$ cat src/sv/rcfp_pkg.sv
// Shared types and constants for the RGB command frame parser.
// Depends on nothing; imported by rcfp_frame_accum and the top level.
`default_nettype none
package rcfp_pkg;

	localparam int unsigned FRAME_LENGTH = 18;
	localparam int unsigned BUF_SLOTS    = 20;
	localparam int unsigned POS_W        = 5;
	localparam int unsigned VAL_W        = 16;
	localparam int unsigned SUM_W        = VAL_W + 2;

	localparam logic [POS_W-1:0] POS_MAX     = 5'd31;
	localparam logic [POS_W-1:0] FIELD_FIRST = 5'd2;
	localparam logic [POS_W-1:0] FIELD_LAST  = 5'd16;

	localparam logic [POS_W-1:0] POS_H = 5'd0;
	localparam logic [POS_W-1:0] POS_R = 5'd1;
	localparam logic [POS_W-1:0] POS_G = 5'd5;
	localparam logic [POS_W-1:0] POS_B = 5'd9;
	localparam logic [POS_W-1:0] POS_S = 5'd13;

	localparam logic [7:0] CHAR_H = 8'h48;
	localparam logic [7:0] CHAR_R = 8'h52;
	localparam logic [7:0] CHAR_G = 8'h47;
	localparam logic [7:0] CHAR_B = 8'h42;
	localparam logic [7:0] CHAR_S = 8'h53;

	localparam logic [9:0] DIGIT_BIAS = 10'd48;

	// digit place within a field
	localparam logic [1:0] PLACE_HUND = 2'd0;
	localparam logic [1:0] PLACE_TENS = 2'd1;
	localparam logic [1:0] PLACE_ONES = 2'd2;
	localparam logic [1:0] PLACE_GAP  = 2'd3;

	// field index
	localparam logic [1:0] FLD_RED   = 2'd0;
	localparam logic [1:0] FLD_GREEN = 2'd1;
	localparam logic [1:0] FLD_BLUE  = 2'd2;
	localparam logic [1:0] FLD_SUM   = 2'd3;

	typedef struct packed {
		logic                    status;
		logic signed [VAL_W-1:0] red;
		logic signed [VAL_W-1:0] green;
		logic signed [VAL_W-1:0] blue;
	} rcfp_result_t;

	typedef struct packed {
		logic       is_marker;
		logic [7:0] expected;
	} rcfp_marker_t;

	function automatic rcfp_marker_t marker_at(input logic [POS_W-1:0] pos);
		rcfp_marker_t m;
		m.is_marker = 1'b1;
		unique case (pos)
			POS_H: m.expected = CHAR_H;
			POS_R: m.expected = CHAR_R;
			POS_G: m.expected = CHAR_G;
			POS_B: m.expected = CHAR_B;
			POS_S: m.expected = CHAR_S;
			default: begin
				m.is_marker = 1'b0;
				m.expected  = 8'h00;
			end
		endcase
		return m;
	endfunction

endpackage
`default_nettype wire

$ cat src/sv/rcfp_frame_accum.sv
// Per-burst state of the frame parser: position, length, marker check and digit sums.
// Produces the frame verdict for the byte being taken. Depends on rcfp_pkg.
`default_nettype none
module rcfp_frame_accum (
	input  wire logic                 clk,
	input  wire logic                 arst_n,
	input  wire logic                 take,
	input  wire logic [7:0]           rx_byte,
	input  wire logic                 burst_end,
	output rcfp_pkg::rcfp_result_t    result
);
	import rcfp_pkg::*;

	logic [POS_W-1:0]        pos_q;
	logic                    zero_seen_q;
	logic [POS_W-1:0]        len_q;
	logic                    markers_ok_q;
	logic signed [VAL_W-1:0] red_q, green_q, blue_q, sum_q;

	logic [POS_W-1:0]        pos_n, len_n, rel;
	logic                    zero_seen_n, markers_ok_n, in_buf, in_field;
	logic signed [VAL_W-1:0] red_n, green_n, blue_n, sum_n;
	logic signed [9:0]       digit;
	logic signed [VAL_W-1:0] digit_x, term;
	logic signed [SUM_W-1:0] rgb_total;
	rcfp_marker_t            mk;
	logic                    ok;

	always_comb begin
		in_buf   = pos_q < POS_W'(BUF_SLOTS);
		digit    = $signed({2'b00, rx_byte} - DIGIT_BIAS);
		digit_x  = VAL_W'(digit);
		rel      = pos_q - FIELD_FIRST;
		in_field = in_buf && (pos_q >= FIELD_FIRST) && (pos_q <= FIELD_LAST)
			&& (rel[1:0] != PLACE_GAP);
		mk       = marker_at(pos_q);

		case (rel[1:0])
			PLACE_HUND: term = (digit_x <<< 6) + (digit_x <<< 5) + (digit_x <<< 2);
			PLACE_TENS: term = (digit_x <<< 3) + (digit_x <<< 1);
			default:    term = digit_x;
		endcase

		pos_n        = (pos_q == POS_MAX) ? pos_q : pos_q + 5'd1;
		zero_seen_n  = zero_seen_q;
		len_n        = len_q;
		markers_ok_n = markers_ok_q;
		red_n        = red_q;
		green_n      = green_q;
		blue_n       = blue_q;
		sum_n        = sum_q;

		if (in_buf) begin
			if (!zero_seen_q) begin
				if (rx_byte == 8'h00) zero_seen_n = 1'b1;
				else len_n = len_q + 5'd1;
			end
			if (mk.is_marker && rx_byte != mk.expected) markers_ok_n = 1'b0;
		end
		if (in_field) begin
			case (rel[3:2])
				FLD_RED:   red_n   = red_q + term;
				FLD_GREEN: green_n = green_q + term;
				FLD_BLUE:  blue_n  = blue_q + term;
				default:   sum_n   = sum_q + term;
			endcase
		end

		// compare at full width so a wrapped total cannot match
		rgb_total = SUM_W'(red_n) + SUM_W'(green_n) + SUM_W'(blue_n);
		ok = (len_n == POS_W'(FRAME_LENGTH)) && markers_ok_n
			&& (rgb_total == SUM_W'(sum_n));

		result.status = !ok;
		result.red    = ok ? red_n   : '0;
		result.green  = ok ? green_n : '0;
		result.blue   = ok ? blue_n  : '0;
	end

	always_ff @(posedge clk or negedge arst_n) begin
		if (!arst_n) begin
			pos_q        <= '0;
			zero_seen_q  <= 1'b0;
			len_q        <= '0;
			markers_ok_q <= 1'b1;
			red_q        <= '0;
			green_q      <= '0;
			blue_q       <= '0;
			sum_q        <= '0;
		end else if (take) begin
			if (burst_end) begin
				// clear for the next burst
				pos_q        <= '0;
				zero_seen_q  <= 1'b0;
				len_q        <= '0;
				markers_ok_q <= 1'b1;
				red_q        <= '0;
				green_q      <= '0;
				blue_q       <= '0;
				sum_q        <= '0;
			end else begin
				pos_q        <= pos_n;
				zero_seen_q  <= zero_seen_n;
				len_q        <= len_n;
				markers_ok_q <= markers_ok_n;
				red_q        <= red_n;
				green_q      <= green_n;
				blue_q       <= blue_n;
				sum_q        <= sum_n;
			end
		end
	end

endmodule
`default_nettype wire

$ cat src/sv/rgb_command_frame_parser_top.sv
// RGB command frame parser, top level: input register, frame accumulator, result register.
// Depends on rcfp_pkg and rcfp_frame_accum.
//
// Usage:
//   Input channel (in_valid/in_ready) moves one received byte per request, with
//   burst_end marking the last byte of a burst. Output channel (out_valid/out_ready)
//   moves one result per burst: status 0 with red, green and blue decoded, or
//   status 1 (negative acknowledge) with the colour fields zero.
//   A taken byte goes into the input register; if it ends a burst, the frame
//   accumulator's verdict for it is loaded into the result register, from
//   which the receiver takes it.
//   Throughput: one byte per cycle. Bytes that do not end a burst never wait on
//   the output side; a burst-ending byte waits in the input register only while
//   the result register still holds an untaken result.
//   Reset clears the burst state and the valid flags of the input register and
//   the result register; no request is pending afterwards.
//   When the receiver stalls, the result register holds its value and the input
//   register keeps taking bytes until a second burst end reaches it.
`default_nettype none
module rgb_command_frame_parser_top (
	input  wire logic        clk,
	input  wire logic        arst_n,
	input  wire logic        in_valid,
	output logic             in_ready,
	input  wire logic [7:0]  rx_byte,
	input  wire logic        burst_end,
	output logic             out_valid,
	input  wire logic        out_ready,
	output logic             status,
	output logic signed [15:0] red,
	output logic signed [15:0] green,
	output logic signed [15:0] blue
);
	import rcfp_pkg::*;

	logic         valid_s1;
	logic [7:0]   rx_byte_s1;
	logic         burst_end_s1;
	logic         adv_s1;
	logic         out_valid_q;
	rcfp_result_t res_q;
	rcfp_result_t res_c;

	// a burst end needs a result register that is empty or being taken, other bytes always move on
	assign adv_s1   = valid_s1 && (!burst_end_s1 || !out_valid_q || out_ready);
	assign in_ready = !valid_s1 || adv_s1;

	always_ff @(posedge clk or negedge arst_n) begin
		if (!arst_n) begin
			valid_s1 <= 1'b0;
		end else if (in_ready) begin
			valid_s1 <= in_valid;
		end
	end

	always_ff @(posedge clk) begin
		if (in_ready && in_valid) begin
			rx_byte_s1   <= rx_byte;
			burst_end_s1 <= burst_end;
		end
	end

	rcfp_frame_accum u_accum (
		.clk       (clk),
		.arst_n    (arst_n),
		.take      (adv_s1),
		.rx_byte   (rx_byte_s1),
		.burst_end (burst_end_s1),
		.result    (res_c)
	);

	always_ff @(posedge clk or negedge arst_n) begin
		if (!arst_n) begin
			out_valid_q <= 1'b0;
		end else if (adv_s1 && burst_end_s1) begin
			out_valid_q <= 1'b1;
		end else if (out_ready) begin
			out_valid_q <= 1'b0;
		end
	end

	always_ff @(posedge clk) begin
		if (adv_s1 && burst_end_s1) begin
			res_q <= res_c;
		end
	end

	assign out_valid = out_valid_q;
	assign status    = res_q.status;
	assign red       = res_q.red;
	assign green     = res_q.green;
	assign blue      = res_q.blue;

	a_nack_zero: assert property (@(posedge clk) disable iff (!arst_n)
		out_valid_q && res_q.status |-> res_q.red == '0 && res_q.green == '0
			&& res_q.blue == '0)
		else $error("negative acknowledge carries nonzero colour");

	a_stall_cause: assert property (@(posedge clk) disable iff (!arst_n)
		!in_ready |-> valid_s1 && burst_end_s1 && out_valid_q && !out_ready)
		else $error("input stalled without a blocked burst end");

	a_result_loaded: assert property (@(posedge clk) disable iff (!arst_n)
		valid_s1 && burst_end_s1 && (!out_valid_q || out_ready) |=> out_valid_q)
		else $error("burst end did not reach the result register");

	a_no_lost_result: assert property (@(posedge clk) disable iff (!arst_n)
		out_valid_q && !out_ready |=> out_valid_q && $stable(res_q))
		else $error("pending result dropped or changed");

endmodule
`default_nettype wire
$ cat config.mk
export PLATFORM = sky130hd
export DESIGN_NAME = rgb_command_frame_parser_top
export DESIGN_NICKNAME = d
export VERILOG_FILES = /design/src/sv/rcfp_pkg.sv /design/src/sv/rcfp_frame_accum.sv /design/src/sv/rgb_command_frame_parser_top.sv
export SDC_FILE = /design/constraint.sdc
export NUM_CORES = 1
export LEC_CHECK = 0
export ABC_AREA = 0
export BUFFER_PORTS_ARGS = -buffer_cell sky130_fd_sc_hd__buf_2
export CAP_MARGIN = 20
export CORE_AREA = 5 5 165 167
export DETAILED_ROUTE_END_ITERATION = 12
export DIE_AREA = 0 0 170 172
export PLACE_DENSITY_LB_ADDON = 0.15
export RECOVER_POWER = 50
export SLEW_MARGIN = 20
export SYNTH_ARGS = -nofsm -noshare
export SYNTH_HDL_FRONTEND = slang
export SYNTH_SLANG_ARGS = --single-unit
$ cat constraint.sdc
create_clock -name clk -period 13.6 [get_ports clk]
set_input_delay 2.72 -clock clk [delete_from_list [all_inputs] [get_ports clk]]
set_output_delay 2.72 -clock clk [all_outputs]
set_load 0.005 [all_outputs]
==> reports/qor.txt, run 1 <==
Num Clock Sinks - 136
Initial Utilization - 43.93%
Final setup vio count - 0
Min cycle time layout - 8.503 ns
DRC viols - 0
Top fanout value on the critical path - 49
Vias - 9168
Mapped Cells - 1253
Mapped Nets - 1405
Synth top area share - 17.12%
Setup TNS Final - 0 ns
Post-synthesis sequential area ratio - 32.84%
Deepest clock path buffer count - 2
Cell family with most CP delay - compound AO/OA/AOI/OAI gates
FF+latch count, synth - 136
Htree depth - 4
GPL Wtd Cong - 0.8621
Antenna-violating nets left - 0
PwrDens - 154.9 nW/um^2
Clock Skew - 0.01361 ns
Synth area leader - dfrtp_1
Worst slew pin tran - 4.115 ns
Final Hold Viols - 0
VDD IR max - 0.07564 mV
# hold bufs at CTS - 0
Count leader, synth - o21ai_0
Failing checks - capacitance limit, slew limit
Hold Path Class - flip-flop to flip-flop
I/O pins - 64
F_max - 117.6 MHz
Critical Path End Type - flip-flop
WS Path Type - flip-flop to flip-flop
Synth-to-Final Area Change - 10.34%
First-pass GRT wire length - 47760 um
Vias in the first global route - 9025
Clk pin slew, worst setup/hold paths - 0.07 ns
Post-CTS sizing - 0
DRT Wirelength - 29400 um
Root Buffer - clkbuf_16
Largest net degree at the start of global routing - 75
Post-synth ARST share - 57.35%
Worst EP required - 13.74 ns
Share of the cycle needed by the critical path after routing - 62.52%
Final net count - 1448
Core box area - 25620 um^2
Post-route cell area - 12420 um^2
Leak - 5.536 nW
Worst Setup Slack post-DPL - 5.029 ns
Height of the die - 172 um
Worst slew margin - -174.3%
Worst skew pair latency - 0.43 ns
Status - finished with violations
Global-route usage over all layers - 20.53%
Slowest-stage cell, CP - a211o_2
Critical path buffers and inverters - 4
Post-Syn Area per Cell - 8.980 um^2
Dpl hpwl - 21610 um
CTS Buf Count - 17
RSZ-0062 raised after global routing - false
FP Rows - 59
Final WS setup - 5.097 ns
Synth top area cells - dfrtp_1 17%, edfxtp_1 15%, ha_1 12%, o21ai_0 5.2%, fa_1 5.0%
Hold slack - 0.5068 ns
Max incr delay on CP - 0.79 ns
Synth Flop Type - dfrtp_1
Worst Path Arrival - 8.64 ns
CP startpoint kind - flip-flop
Post-CTS Repair Setup Buffers - 0
I/O Buffers - 63
Wire per inst - 17.89 um
Share of cells above drive strength 1 - 7.339%
Final design utilization - 48.47%
Antenna Cells - 0
Via-to-Cell Ratio - 5.580
Netlist cell types - 69
Die X - 170 um
Antenna violations before repair - 0
Placed cell area - 11850 um^2
Fill cells - 2461
Most used cell, CP - inv_1
CTS tree - done
Post-synth EDFFs - 58
DR iter-0 viols - 630
TritonRoute pass-1 iters - 5
Number of synthesis warnings - 0
Grt ovf - 0
Synth cell count leaders - 116 x o21ai_0, 115 x nand2_1, 111 x ha_1
Post-Syn Area - 11250 um^2
Final Max Tran Viols - 156
Die area - 29240 um^2
Max-cap viol count - 3
placed cells by master (no fill, tap or decap), types with 6 or more instances in the layout:
master | synthesis | layout
a211oi_1 | 18 | 18
a21o_1 | 20 | 20
a21oi_1 | 91 | 91
a221o_1 | 6 | 6
a22o_1 | 18 | 18
a22oi_1 | 7 | 7
a31oi_1 | 10 | 10
and3_1 | 11 | 11
buf_2 | 4 | 32
buf_4 | 1 | 6
clkbuf_1 | 34 | 33
clkbuf_16 | 0 | 17
dfrtp_1 | 77 | 77
edfxtp_1 | 58 | 58
fa_1 | 28 | 28
ha_1 | 111 | 111
inv_1 | 82 | 82
mux2i_1 | 13 | 13
nand2_1 | 115 | 113
nand2b_1 | 14 | 14
nand3_1 | 11 | 11
nand4_1 | 8 | 8
nor2_1 | 103 | 101
nor2_2 | 10 | 11
nor2b_1 | 29 | 29
nor3_1 | 30 | 30
o211ai_1 | 8 | 8
o21a_1 | 14 | 14
o21ai_0 | 116 | 116
o21bai_1 | 12 | 12
o22ai_1 | 6 | 6
o31a_1 | 6 | 6
o31ai_1 | 6 | 6
or3_1 | 10 | 10
xnor2_1 | 59 | 59
xor2_1 | 34 | 34
registers in the layout, summed over array words and instances (netlist names):
name,count
u_accum.markers_ok_q,1
burst_end_s1,1
valid_s1,1
u_accum.sum_q,16
u_accum.len_q,5
u_accum.green_q,16
u_accum.blue_q,16
u_accum.pos_q,5
rx_byte_s1,8
status,1
u_accum.red_q,16
u_accum.zero_seen_q,1
out_valid,1
blue,16
red,16
green,16
logic make-up after synthesis:
logic type	count (synthesis)	share of synthesized area, %
multiplexers	17	1.557
AND/OR/NAND/NOR	364	15.18
XOR/XNOR	93	7.239
AO/OA/AOI/OAI	374	21.18
flip-flops	136	32.84
adder cells (fa/ha/maj)	139	17.32
buffers and inverters	130	4.681
power breakdown:
part	internal [mW]	total, mW	switching (mW)
sequential	0.478	0.528	0.0507
clock	0.294	0.502	0.208
combinational	0.361	0.893	0.532
layout make-up:
| type | instances | area (um^2) | share of cell area, % |
|---|---|---|---|
| multi-input cells | 987 | 7047 | 56.76 |
| flip-flops and latches | 136 | 3695 | 29.76 |
| clock buffers | 17 | 425.4 | 3.426 |
| well taps | 335 | 419.2 | 3.376 |
| repair buffers | 71 | 329.1 | 2.650 |
| inverters | 83 | 311.5 | 2.509 |
| clock inverters | 14 | 188.9 | 1.522 |
metrics by stage:
stage          instances  power [mW]
2_1_floorplan       1253       1.220
3_3_place_gp        1612       1.413
3_5_place_dp        1612       1.418
4_1_cts             1643       1.928
6_report            1643       1.923
5_1_grt             1643       2.072
worst paths after layout:
check,cells past startpoint,startpoint,end,slack (ns)
max,28,rx_byte_s1[4],green[8],5.10
min,2,u_accum.green_q[15],u_accum.green_q[15],0.51
max reg2reg,28,rx_byte_s1[4],green[8],5.10
min reg2reg,2,u_accum.green_q[15],u_accum.green_q[15],0.51
max in group asynchronous,2,arst_n,u_accum.sum_q[11],7.21
min in group asynchronous,1,arst_n,u_accum.blue_q[4],2.73
layer usage:
layer	vias up	part of all wire (%)	routed length [um]	global-route usage (%)
met1	4375	48	13990	28.70
met3	28	3.9	1145	2.949
met4	0	1.1	333	4.583
li1	4570	-	-	-
met5	-	0	0	0
met2	195	47	13930	34.09
worst reg2reg max path, delay by kind of cell, from the launching register on:
kind | cells | cell delay, ns
buf+inv | 4 | 0.46
fa+ha+maj | 6 | 2.66
simple gates | 5 | 0.60
xor+xnor | 2 | 0.36
compound gates | 11 | 3.66
flops | 1 | 0.49
(Power assumes the default switching activity.)
==> run 2, diff against run 1 <==
--- a/config.mk
+++ b/config.mk
@@ -5,12 +5,12 @@
 export SDC_FILE = /design/constraint.sdc
 export NUM_CORES = 1
 export LEC_CHECK = 0
-export ABC_AREA = 0
+export ABC_AREA = 1
 export BUFFER_PORTS_ARGS = -buffer_cell sky130_fd_sc_hd__buf_2
 export CAP_MARGIN = 20
-export CORE_AREA = 5 5 165 167
+export CORE_AREA = 5 5 169 171
 export DETAILED_ROUTE_END_ITERATION = 12
-export DIE_AREA = 0 0 170 172
+export DIE_AREA = 0 0 174 176
 export PLACE_DENSITY_LB_ADDON = 0.15
 export RECOVER_POWER = 50
 export SLEW_MARGIN = 20
==> constraint.sdc (replaced) <==
create_clock -name clk -period 6.9 [get_ports clk]
set_input_delay 1.38 -clock clk [delete_from_list [all_inputs] [get_ports clk]]
set_output_delay 1.38 -clock clk [all_outputs]
set_load 0.005 [all_outputs]
==> run 2 against run 1 <==
The run still ends with capacitance limit, slew limit left. Design area is 16% higher. Register-to-register slack worse by 4.9 ns. Fmax is 28% higher. Area after synthesis is 5.7% higher. Non-clock buffer count is 78 higher. Routed wire length is 26% higher. Count of clock-buffer cells in the layout is 1 higher. Hold slack worse by 0.034 ns. Core utilization is 5.2 points higher. Critical endpoint is now green[0]. Largest power group unchanged. Highest routed layer is now met5.
==> reports/qor.txt, run 2 <==
Post-route cell area - 14340 um^2
Wire per inst - 17.52 um
Via-to-Cell Ratio - 5.348
CTS tree - done
Most common cell after layout, fill and taps aside - nand2_1
Clock Skew - 0.01113 ns
DRC viols - 0
Leak - 7.105 nW
Clk pin slew, worst setup/hold paths - 0.07 ns
Worst slew pin tran - 3.647 ns
Logic pwr share - 67.0%
Final Hold Viols - 0
WS Path Type - flip-flop to flip-flop
Slowest-stage cell, CP - fa_1
Synth cell count leaders - 444 x nand2_1, 245 x inv_1, 119 x nand3_1
Grt ovf - 0
Initial Utilization - 44.51%
First-pass GRT wire length - 56990 um
Status - finished with violations
Post-Syn Area per Cell - 7.334 um^2
Post-synth ARST share - 57.35%
Num Clock Sinks - 136
Synth top area share - 16.20%
Post-synth EDFFs - 58
Core box area - 26730 um^2
Post-synthesis sequential area ratio - 31.06%
Clk pwr share - 15.7%
Synth Flop Type - dfrtp_1
Share of cells above drive strength 1 - 16.26%
Final setup vio count - 0
CP startpoint kind - flip-flop
Max incr delay on CP - 0.59 ns
I/O Buffers - 63
VDD IR max - 0.2481 mV
Share of the cycle needed by the critical path after routing - 96.53%
Final design utilization - 53.66%
Internal - 3.168 mW
I/O pins - 64
DR iter-0 viols - 911
Htree depth - 4
Height of the die - 176 um
Vias - 11296
Sequential power share - 17.3%
Synth area leader - dfrtp_1
Failing checks - capacitance limit, slew limit
FP Rows - 60
Register Area - 3695 um^2
Synth top area cells - dfrtp_1 16%, edfxtp_1 15%, nand2_1 14%, ha_1 12%, inv_1 7.7%
Deepest clock path buffer count - 2
Number of synthesis warnings - 0
Post-Syn Area - 11900 um^2
Hold Crit Start - u_accum.markers_ok_q
Placed cell area - 12980 um^2
Flop2flop setup slack - 0.24 ns
F_max - 150.1 MHz
Fill cells - 2605
Hold Path Class - flip-flop to flip-flop
Vias in the first global route - 10926
Mapped Cells - 1622
Area of the multi-input gates - 7619 um^2
Final Max Tran Viols - 93
Antenna violations before repair - 1
Antenna Cells - 0
Most frequent cells in the layout - 437 x nand2_1, 235 x inv_1, 117 x nand3_1, 95 x ha_1, 92 x nor2_1
Largest net degree at the start of global routing - 59
CTS Buf Count - 17
Worst EP required - 7.20 ns
FF+latch count, synth - 136
Critical R2R Capture - green[0]
Root Buffer - clkbuf_16
R2R Path Start - rx_byte_s1[5]
Count leader, synth - nand2_1
Netlist cell types - 45
Synth-to-Final Area Change - 20.56%
Hold EP - u_accum.markers_ok_q
P_sw - 3.259 mW
Max-cap viol count - 2
Min cycle time layout - 6.661 ns
Top fanout value on the critical path - 6
Worst slew margin - -143.1%
Most used cell, CP - nand2_1
Worst Path Arrival - 6.96 ns
R2R depth - 42
Die X - 174 um
Final net count - 1910
WHS Path Cells - 2
Critical Path End Type - flip-flop
Mapped Nets - 1774
TritonRoute pass-1 iters - 5
Die area - 30620 um^2
Dpl hpwl - 26440 um
PwrDens - 448.1 nW/um^2
Worst skew pair latency - 0.44 ns
RSZ-0062 raised after global routing - true
DRT Wirelength - 37010 um
GPL Wtd Cong - 0.9363
Antenna-violating nets left - 0
Sw frac - 50.71%
Global-route usage over all layers - 23.41%
run 2: cell count changes in the layout (fill, tap and decap cells not counted), sizes merged, moves of 15 or more:
cell / before / now
inv: 89 / 253
nor2: 113 / 132
nand2: 116 / 447
o21ai: 116 / 100
a211oi: 19 / 1
nor2b: 29 / 0
nor3: 31 / 8
xnor2: 59 / 26
a21o: 20 / 5
o22ai: 6 / 33
buf: 38 / 119
nand3: 11 / 122
run 2: how the worst max path moves through the flow:
stage / startpoint / endpoint / slack (ns)
finish: rx_byte_s1[5] / green[0] / 0.24
global route: rx_byte_s1[4] / green[0] / -0.09
CTS: rx_byte_s1[4] / blue[4] / 0.03
detailed placement: rx_byte_s1[4] / red[14] / -0.14
global placement: rx_byte_s1[4] / status / -0.05
floorplan: rx_byte_s1[4] / green[14] / 0.30
run 2: power by group through the flow:
stage               sequential (mW)  clock, mW  combinational (mW)
finish                         1.11       1.01                4.31
global route                   1.13       1.06                4.78
CTS                            1.10       1.02                3.91
detailed placement             1.11          0                3.86
global placement               1.11          0                3.85
floorplan                      1.08          0                2.78
run 2: metrics by stage:
| stage | worst slack [ns] | setup TNS [ns] | hold WS (ns) | instances | power (mW) |
|---|---|---|---|---|---|
| 4_1_cts | 0.03447 | 0 | 0.4739 | 2088 | 6.036 |
| 2_1_floorplan | 0.3035 | 0 | 0.4477 | 1622 | 3.855 |
| 3_5_place_dp | -0.1364 | -4.399 | 0.4638 | 2056 | 4.979 |
| 5_1_grt | -0.08608 | -2.643 | 0.4867 | 2112 | 6.966 |
| 6_report | 0.2392 | 0 | 0.4725 | 2112 | 6.427 |
| 3_3_place_gp | -0.05411 | -0.8539 | 0.4582 | 2056 | 4.967 |
run 2: per-layer routing:
layer	vias up	GRT usage, %	share of wire, %
met4	2	6.269	2.2
met3	57	2.548	4.2
met2	272	41.74	49
li1	5625	-	-
met1	5340	30.38	44
met5	-	0	0.035
run 2: what timing repair did:
action                     CTS  global route
gates resized for setup      6           133
setup endpoints to repair   49            49
hold buffers                 0             0
setup buffers                0            18
pin swaps                    0            26
gates cloned                 0             6
run 2: critical path: cells and delay by family, from the launching register on:
family / cells / cell delay, ns
buffers and inverters: 5 / 0.71
AO/OA/AOI/OAI: 10 / 1.16
adder cells (fa/ha/maj): 6 / 2.10
XOR/XNOR: 2 / 0.28
AND/OR/NAND/NOR: 19 / 1.76
flip-flops: 1 / 0.49
run 2: cell type report:
cell class | count | area share [%]
tap | 341 | 2.975
sequential | 136 | 25.76
inverter | 251 | 6.570
clock inverter | 14 | 1.326
multi-input combinational | 1203 | 53.12
clock buffer | 18 | 2.992
timing repair buffer | 149 | 7.250
run 2: logic make-up (layout without fill, tap and decap cells):
| family | after synthesis | count (layout) | share of synthesized area (%) |
|---|---|---|---|
| simple gates | 746 | 746 | 27.02 |
| buf+inv | 283 | 432 | 9.235 |
| compound gates | 272 | 272 | 12.91 |
| fa+ha+maj | 139 | 139 | 16.39 |
| flops | 136 | 136 | 31.06 |
| xor+xnor | 46 | 46 | 3.387 |
==> run 3, diff against run 2 <==
==> constraint.sdc (replaced) <==
create_clock -name clk -period 5.9 [get_ports clk]
set_input_delay 1.18 -clock clk [delete_from_list [all_inputs] [get_ports clk]]
set_output_delay 1.18 -clock clk [all_outputs]
set_load 0.005 [all_outputs]
==> run 3 against run 2 <==
Register-to-register slack worse by 0.90 ns. Highest routed layer is now met4. Sequential power is 17% higher. Die area stayed put. Largest power group unchanged. Via count is 4.6% higher. Hold slack better by 0.024 ns. The flow finishes with violations (capacitance limit, slew limit, setup timing).
==> reports/qor.txt, run 3 (synthesis gave the netlist of run 2 again) <==
Status - finished with violations
Failing checks - capacitance limit, slew limit, setup timing
Largest net degree at the start of global routing - 66
Final Max Tran Viols - 66
Top fanout value on the critical path - 7
Die area - 30620 um^2
Vias in the first global route - 11856
Area of the multi-input gates - 7799 um^2
RSZ-0062 raised after global routing - true
Max incr delay on CP - 0.53 ns
Worst skew pair latency - 0.43 ns
Cells after DPL - 2230
Fill cells - 2472
CP startpoint kind - flip-flop
GPL Wtd Cong - 0.9572
Antenna Cells - 0
PwrDens - 509.6 nW/um^2
Via-to-Cell Ratio - 5.195
Final setup vio count - 49
CTS Buf Count - 17
I/O Buffers - 63
Leak - 7.954 nW
WHS Path Cells - 2
Design Power - 8.031 mW
Num Clock Sinks - 136
Grt ovf - 0
CTS tree - done
Worst Path Arrival - 6.86 ns
Clk pin slew, worst setup/hold paths - 0.07 ns
FP Rows - 60
Worst Setup Slack post-DPL - -1.012 ns
WS Path Type - flip-flop to flip-flop
Initial Utilization - 44.51%
Critical Path End Type - flip-flop
Core box area - 26730 um^2
Most used cell, CP - nand2_1
Register Area - 3695 um^2
Antenna violations before repair - 0
First-pass GRT wire length - 59240 um
Share of the cycle needed by the critical path after routing - 111.2%
Die X - 174 um
Share of cells above drive strength 1 - 24.51%
Dpl hpwl - 28100 um
TritonRoute pass-1 iters - 8
Global-route usage over all layers - 24.00%
Synth-to-Final Area Change - 32.48%
# hold bufs at CTS - 0
DR iter-0 viols - 794
Hold slack - 0.4960 ns
Slowest-stage cell, CP - fa_1
F_max - 152.4 MHz
Final net count - 2073
Flop2flop setup slack - -0.66 ns
Most frequent cells in the layout - 435 x nand2_1, 235 x inv_1, 232 x buf_4, 114 x nand3_1, 97 x ha_1
Hold EP - u_accum.markers_ok_q
Antenna-violating nets left - 0
DRT Wirelength - 36560 um
R2R depth - 43
R2R Path Start - rx_byte_s1[4]
Vias - 11818
Final WS setup - -0.6634 ns
Height of the die - 176 um
Worst slew margin - -30.77%
Final non-filler cell total - 2275
Most common cell after layout, fill and taps aside - nand2_1
Hold Crit Start - u_accum.markers_ok_q
Htree depth - 4
Wire per inst - 16.07 um
Hold Path Class - flip-flop to flip-flop
Worst EP required - 6.20 ns
DRC viols - 0
VDD IR max - 0.1907 mV
Max-cap viol count - 1
Setup TNS Final - -30.67 ns
I/O pins - 64
Min cycle time layout - 6.563 ns
Clock Skew - 0.01229 ns
Critical R2R Capture - green[0]
Final Hold Viols - 0
Worst slew pin tran - 1.962 ns
Root Buffer - clkbuf_16
Deepest clock path buffer count - 2
run 3: report_power, final:
group	internal, mW	total [mW]	switching (mW)	leakage (nW)
sequential	1.15	1.30	0.145	1.62
clock	0.614	1.12	0.510	0.290
combinational	2.40	5.61	3.21	6.04
total	4.16	8.03	3.87	7.95
run 3: repair_timing:
action                     4_1_cts  5_1_grt
buffers inserted                 7        6
gates cloned                     1        0
pin swaps                        9       18
setup endpoints to repair       49       49
resized for setup               61       81
run 3: through the flow:
stage               util, %  cell area (um^2)
detailed placement    54.24             14500
CTS                   57.68             15410
finish                58.97             15760
global route          58.97             15760
floorplan                 -             12080
global placement      54.24             14500
run 3: worst max-delay path by stage:
| stage | start | end | slack (ns) | cells past startpoint |
|---|---|---|---|---|
| floorplan | rx_byte_s1[4] | red[0] | -0.09 | 43 |
| global placement | rx_byte_s1[4] | blue[1] | -0.92 | 44 |
| detailed placement | rx_byte_s1[4] | red[15] | -1.01 | 44 |
| CTS | rx_byte_s1[4] | red[15] | -0.70 | 43 |
| global route | rx_byte_s1[4] | red[2] | -1.05 | 40 |
| finish | rx_byte_s1[4] | green[0] | -0.66 | 43 |
run 3: critical path: cells and delay by family, from the launching register on:
kind                     cells  cell delay, ns
buffers and inverters        6            0.78
adder cells (fa/ha/maj)      6            2.00
flip-flops                   1            0.49
AND/OR/NAND/NOR             19            1.62
AO/OA/AOI/OAI               10            1.19
XOR/XNOR                     2            0.33
run 3: final cells by class:
cell class	count	share of cell area (%)
multi-input combinational	1203	49.49
clock inverter	14	1.000
sequential	136	23.45
clock buffer	18	2.787
inverter	251	5.986
tap	341	2.707
timing repair buffer	312	14.59
run 3: routing by layer:
metal	vias up	share of wire (%)	GRT usage [%]
li1	5934	-	-
met1	5465	44	30.44
met2	336	48	42.67
met3	83	5.1	3.426
met4	0	3.0	7.159
met5	-	0	0
